**config.mk**
```make
export PLATFORM = sky130hd
export DESIGN_NAME = cdt_exec
export DESIGN_NICKNAME = d
export VERILOG_FILES = /design/src/rtl/cdt_pkg.sv /design/src/rtl/cdt_exec.sv
export SDC_FILE = /design/constraint.sdc
export NUM_CORES = 1
export LEC_CHECK = 0
export BUFFER_PORTS_ARGS = -buffer_cell sky130_fd_sc_hd__buf_2
export CAP_MARGIN = 20
export CORE_MARGIN = 3
export CORE_UTILIZATION = 25
export DETAILED_ROUTE_END_ITERATION = 10
export SYNTH_ARGS = -nofsm -noshare
export SYNTH_HDL_FRONTEND = slang
export SYNTH_SLANG_ARGS = --single-unit
```
**constraint.sdc**
```tcl
create_clock -name vclk -period 10.7
set_clock_uncertainty 0.15 [all_clocks]
set_input_delay 2.14 -clock vclk [all_inputs]
set_output_delay 2.14 -clock vclk [all_outputs]
set_load 0.05 [all_outputs]
```
**src/rtl/cdt_pkg.sv**
```systemverilog
`default_nettype none

package cdt_pkg;

  // request kinds
  typedef enum logic [1:0] {
    MODE_ALLOC   = 2'd0,
    MODE_LOOKUP  = 2'd1,
    MODE_ADDREF  = 2'd2,
    MODE_RELEASE = 2'd3
  } mode_t;

  // result status; code 3 is never produced
  typedef enum logic [1:0] {
    ST_OK      = 2'd0,
    ST_REFUSED = 2'd1,
    ST_VOID    = 2'd2
  } status_t;

  typedef enum logic {
    S_IDLE = 1'b0,
    S_EXEC = 1'b1
  } state_t;

  localparam int unsigned CAP_W       = 11;
  localparam int unsigned CAP_RST_MAX = 1024;
  localparam int unsigned TAG_W       = 48;
  localparam int unsigned CNT_W       = 32;
  localparam int unsigned CAPWORD_W   = 64 + 64 + TAG_W;

  // register index, taken from paddr[2]
  localparam logic REG_CAPACITY = 1'b0;

  // decision of one request, from the execute logic to the table control
  typedef struct packed {
    status_t status;
    logic    alloc_ok;
    logic    lookup_ok;
    logic    cnt_wr;
    logic    push_free;
  } act_t;

endpackage

`default_nettype wire

```
**src/rtl/cdt_exec.sv**
```systemverilog
`default_nettype none

module cdt_exec (
  input  wire cdt_pkg::mode_t             mode,
  input  wire logic                       idx_void,
  input  wire logic                       idx_ok,
  input  wire logic                       head_ok,
  input  wire logic                       cap_null,
  input  wire logic [cdt_pkg::CNT_W-1:0]  cnt,
  input  wire logic [63:0]                voff,
  input  wire logic [63:0]                base,
  input  wire logic [63:0]                len,
  output cdt_pkg::act_t                   act,
  output logic      [cdt_pkg::CNT_W-1:0]  cnt_new,
  output logic      [63:0]                lk_base,
  output logic      [63:0]                lk_len
);

  localparam logic [cdt_pkg::CNT_W-1:0] CNT_ONE = 1;

  logic [64:0] diff;
  logic        over;
  logic        cnt_zero;
  logic        cnt_full;

  // borrow of len - voff flags offset beyond length
  assign diff     = {1'b0, len} - {1'b0, voff};
  assign over     = diff[64];
  assign lk_len   = diff[63:0];
  assign lk_base  = base + voff;
  assign cnt_zero = (cnt == '0);
  assign cnt_full = &cnt;
  assign cnt_new  = (mode == cdt_pkg::MODE_ADDREF) ? cnt + 1'b1 : cnt - 1'b1;

  always_comb begin
    act        = '0;
    act.status = cdt_pkg::ST_VOID;
    case (mode)
      cdt_pkg::MODE_ALLOC: begin
        if (!cap_null && head_ok) begin
          act.status   = cdt_pkg::ST_OK;
          act.alloc_ok = 1'b1;
        end
      end
      cdt_pkg::MODE_LOOKUP: begin
        if (!idx_void && idx_ok && !cnt_zero && !over) begin
          act.status    = cdt_pkg::ST_OK;
          act.lookup_ok = 1'b1;
        end
      end
      cdt_pkg::MODE_ADDREF: begin
        if (idx_void) begin
          act.status = cdt_pkg::ST_VOID;
        end else if (!idx_ok || cnt_zero || cnt_full) begin
          act.status = cdt_pkg::ST_REFUSED;
        end else begin
          act.status = cdt_pkg::ST_OK;
          act.cnt_wr = 1'b1;
        end
      end
      cdt_pkg::MODE_RELEASE: begin
        if (idx_void) begin
          act.status = cdt_pkg::ST_VOID;
        end else if (!idx_ok || cnt_zero) begin
          act.status = cdt_pkg::ST_REFUSED;
        end else begin
          act.status    = cdt_pkg::ST_OK;
          act.cnt_wr    = 1'b1;
          act.push_free = (cnt == CNT_ONE);
        end
      end
      default: begin
        act.status = cdt_pkg::ST_VOID;
      end
    endcase
  end

endmodule

`default_nettype wire

```
==> run metrics <==
Crit Path Max Fanout=4; Yosys warning count=0; post-cts repair resize count=0; die height=about 200 um; sequential share of power=0%; Top delay family on crit path=compound AO/OA/AOI/OAI gates; Total Routing Usage GR=18.61%; max incr delay on CP=between 0.5 and 0.6 ns; GR Overflow Total=0; post-DR vias/cell=about 5.3; dpl hpwl=between 30 and 40 mm; die area=roughly 38000 um^2; gpl congestion=0.9604; first-pass GRT wire length=just under 60 mm; status=complete, no violations; fill count=about 3900; CP Launch Type=input port; P&R area growth vs syn=25.65%; worst endpoint required time=between 8 and 9 ns; cell with the most instances after synthesis=a21oi_1; Pleak=slightly below 6 nW; net switching power figure=~830 uW; post-route setup slack=about 2.5 ns; PortBufs=roughly 400; final net count=just over 2000; Max-Cap Viols=0; area share of the largest cell type after synthesis=18.25%; WL final=just under 40 mm; Hold-fix buffers, CTS=0; min Tclk post-route=8.244 ns; core area=between 30000 and 40000 um^2; num sequential=0; Post-CTS Setup Bufs=0; Horiz. Die Dim=195.5 um; final period utilization=~77%; share of layout cells above drive strength 1=approximately a quarter; CP Capture Type=output pin; Max stage delay cell, worst path=o31ai_1; Syn Area/Cell=6.499 um^2; Initial Util=25.68%; final setup violation count=0; clock buffer count=0; Syn Nets=1745; Place WS=2.596 ns; Vias=~11000; crit path kind=input port to output pin; Yosys cell types=between 70 and 80; fmax=roughly 120 MHz; final core utilization=between 30% and 40%; I/O pins=between 300 and 400; HP Class=input port to output pin; synthesized cell area=approximately 9000 um^2; Mapped Cells=~1400; post-synth top area cell=ha_1; DRC=0; WP data arrival=5.95 ns; worst path cell trace=buf_2 > ha_1 > inv_1 > fa_1 > nand2b_1 > a211oi_1 > o211ai_1 > nand3_1 > a21oi_1 > o31ai_1 > o31ai_1 > and2_1 > o21ai_1 > xor2_1 > buf_2; final hold violations=0; Routed WL per cell=roughly 18 um; Logic pwr share=100.0%; Synth area leaders=ha_1 18%, xnor2_1 8.9%, a21oi_1 8.2%; Worst-Margin Slew=0.7603 ns; unrepaired setup endpoints after global routing=no; Cell Int Power=318.5 uW; pin count of the biggest net entering global routing=14; Pwr per Cell Area=101.9 nW/um^2; Synth top cells by count=148 x a21oi_1, 131 x ha_1, 127 x nand2_1; clock network power share=0%; # rows=slightly below 70; sw frac=72.29%; remaining antenna violation count=0; Pre-Repair DR Iteration Count=5; fin. max-slew vios=0; initial DRC count=~610; register area=0 um^2; initial antenna violation count=2; Rel. slew slack=slightly below 50%; CP Buf/Inv Count=3; Setup TNS Final=0 ns; Hold Slack=~4.5 ns; area of the multi-input gates=between 8000 and 9000 um^2; sequential element share of the synthesized area=0%; number of global-route vias before repair=approximately 11000; Peak VDD IR=about 85 uV
[placed cells by master (no fill, tap or decap), types with 15 or more instances in the layout]
cell	count
nor3_1	34
ha_1	131
o21ai_0	76
a31oi_1	20
nand2_1	127
xor2_1	61
a211oi_1	17
nand2b_1	22
o21bai_1	25
nand3_1	41
buf_2	396
nor2b_1	15
xnor2_1	91
a21oi_1	148
nand4_1	37
nor2_1	100
inv_1	110
a21o_1	83
[stage by stage]
| stage | instance area, um^2 | cells | total power, mW |
|---|---|---|---|
| after CTS | 11270 | 2166 | 1.149 |
| after global placement | 11270 | 2166 | 1.142 |
| after detailed placement | 11270 | 2166 | 1.144 |
| after floorplan | 8981 | 1382 | 0.8443 |
| after global routing | 11280 | 2168 | 1.225 |
| final | 11280 | 2170 | 1.149 |
[worst min-delay path: stages]
cell and delay, ns:
buf_2 0.08, nor4b_1 0.05, buf_2 0.20
[worst paths after layout]
kind / slack [ns] / cells past startpoint / to / startpoint
setup / recovery: 2.46 / 15 / lk_base[52] / voff[0]
hold / removal: 4.46 / 3 / act[3] / cap_null
[cell type report]
type | instances | share of cell area [%]
multi-input cells | 1205 | 73.64
inverters | 110 | 3.659
diodes | 4 | 0.08870
well taps | 455 | 5.045
repair buffers | 396 | 17.56
[cells by family (layout without fill, tap and decap cells)]
family	count (synthesis)	count (layout)	share of synthesized area [%]
AO/OA/AOI/OAI	471	471	34.51
XOR/XNOR	152	152	14.82
adder cells (fa/ha/maj)	133	133	18.70
buffers and inverters	177	506	7.467
multiplexers	2	2	0.2229
other	0	4	0
AND/OR/NAND/NOR	447	447	24.28
[power groups by stage]
stage | clock, mW | sequential [mW] | combinational, mW
after floorplan | 0 | 0 | 0.844
after global placement | 0 | 0 | 1.14
after detailed placement | 0 | 0 | 1.14
after CTS | 0 | 0 | 1.15
after global routing | 0.0000000251 | 0 | 1.23
final | 0.0000000502 | 0 | 1.15
[per-layer routing]
layer,global-route usage (%),vias up,share of wire (%)
met5,0,-,0
met4,5.123,0,2.9
met3,1.812,60,6.6
met2,31.93,457,47
met1,24.81,5276,43
li1,-,5677,-
Note: power is estimated with default switching activity, not from simulation.
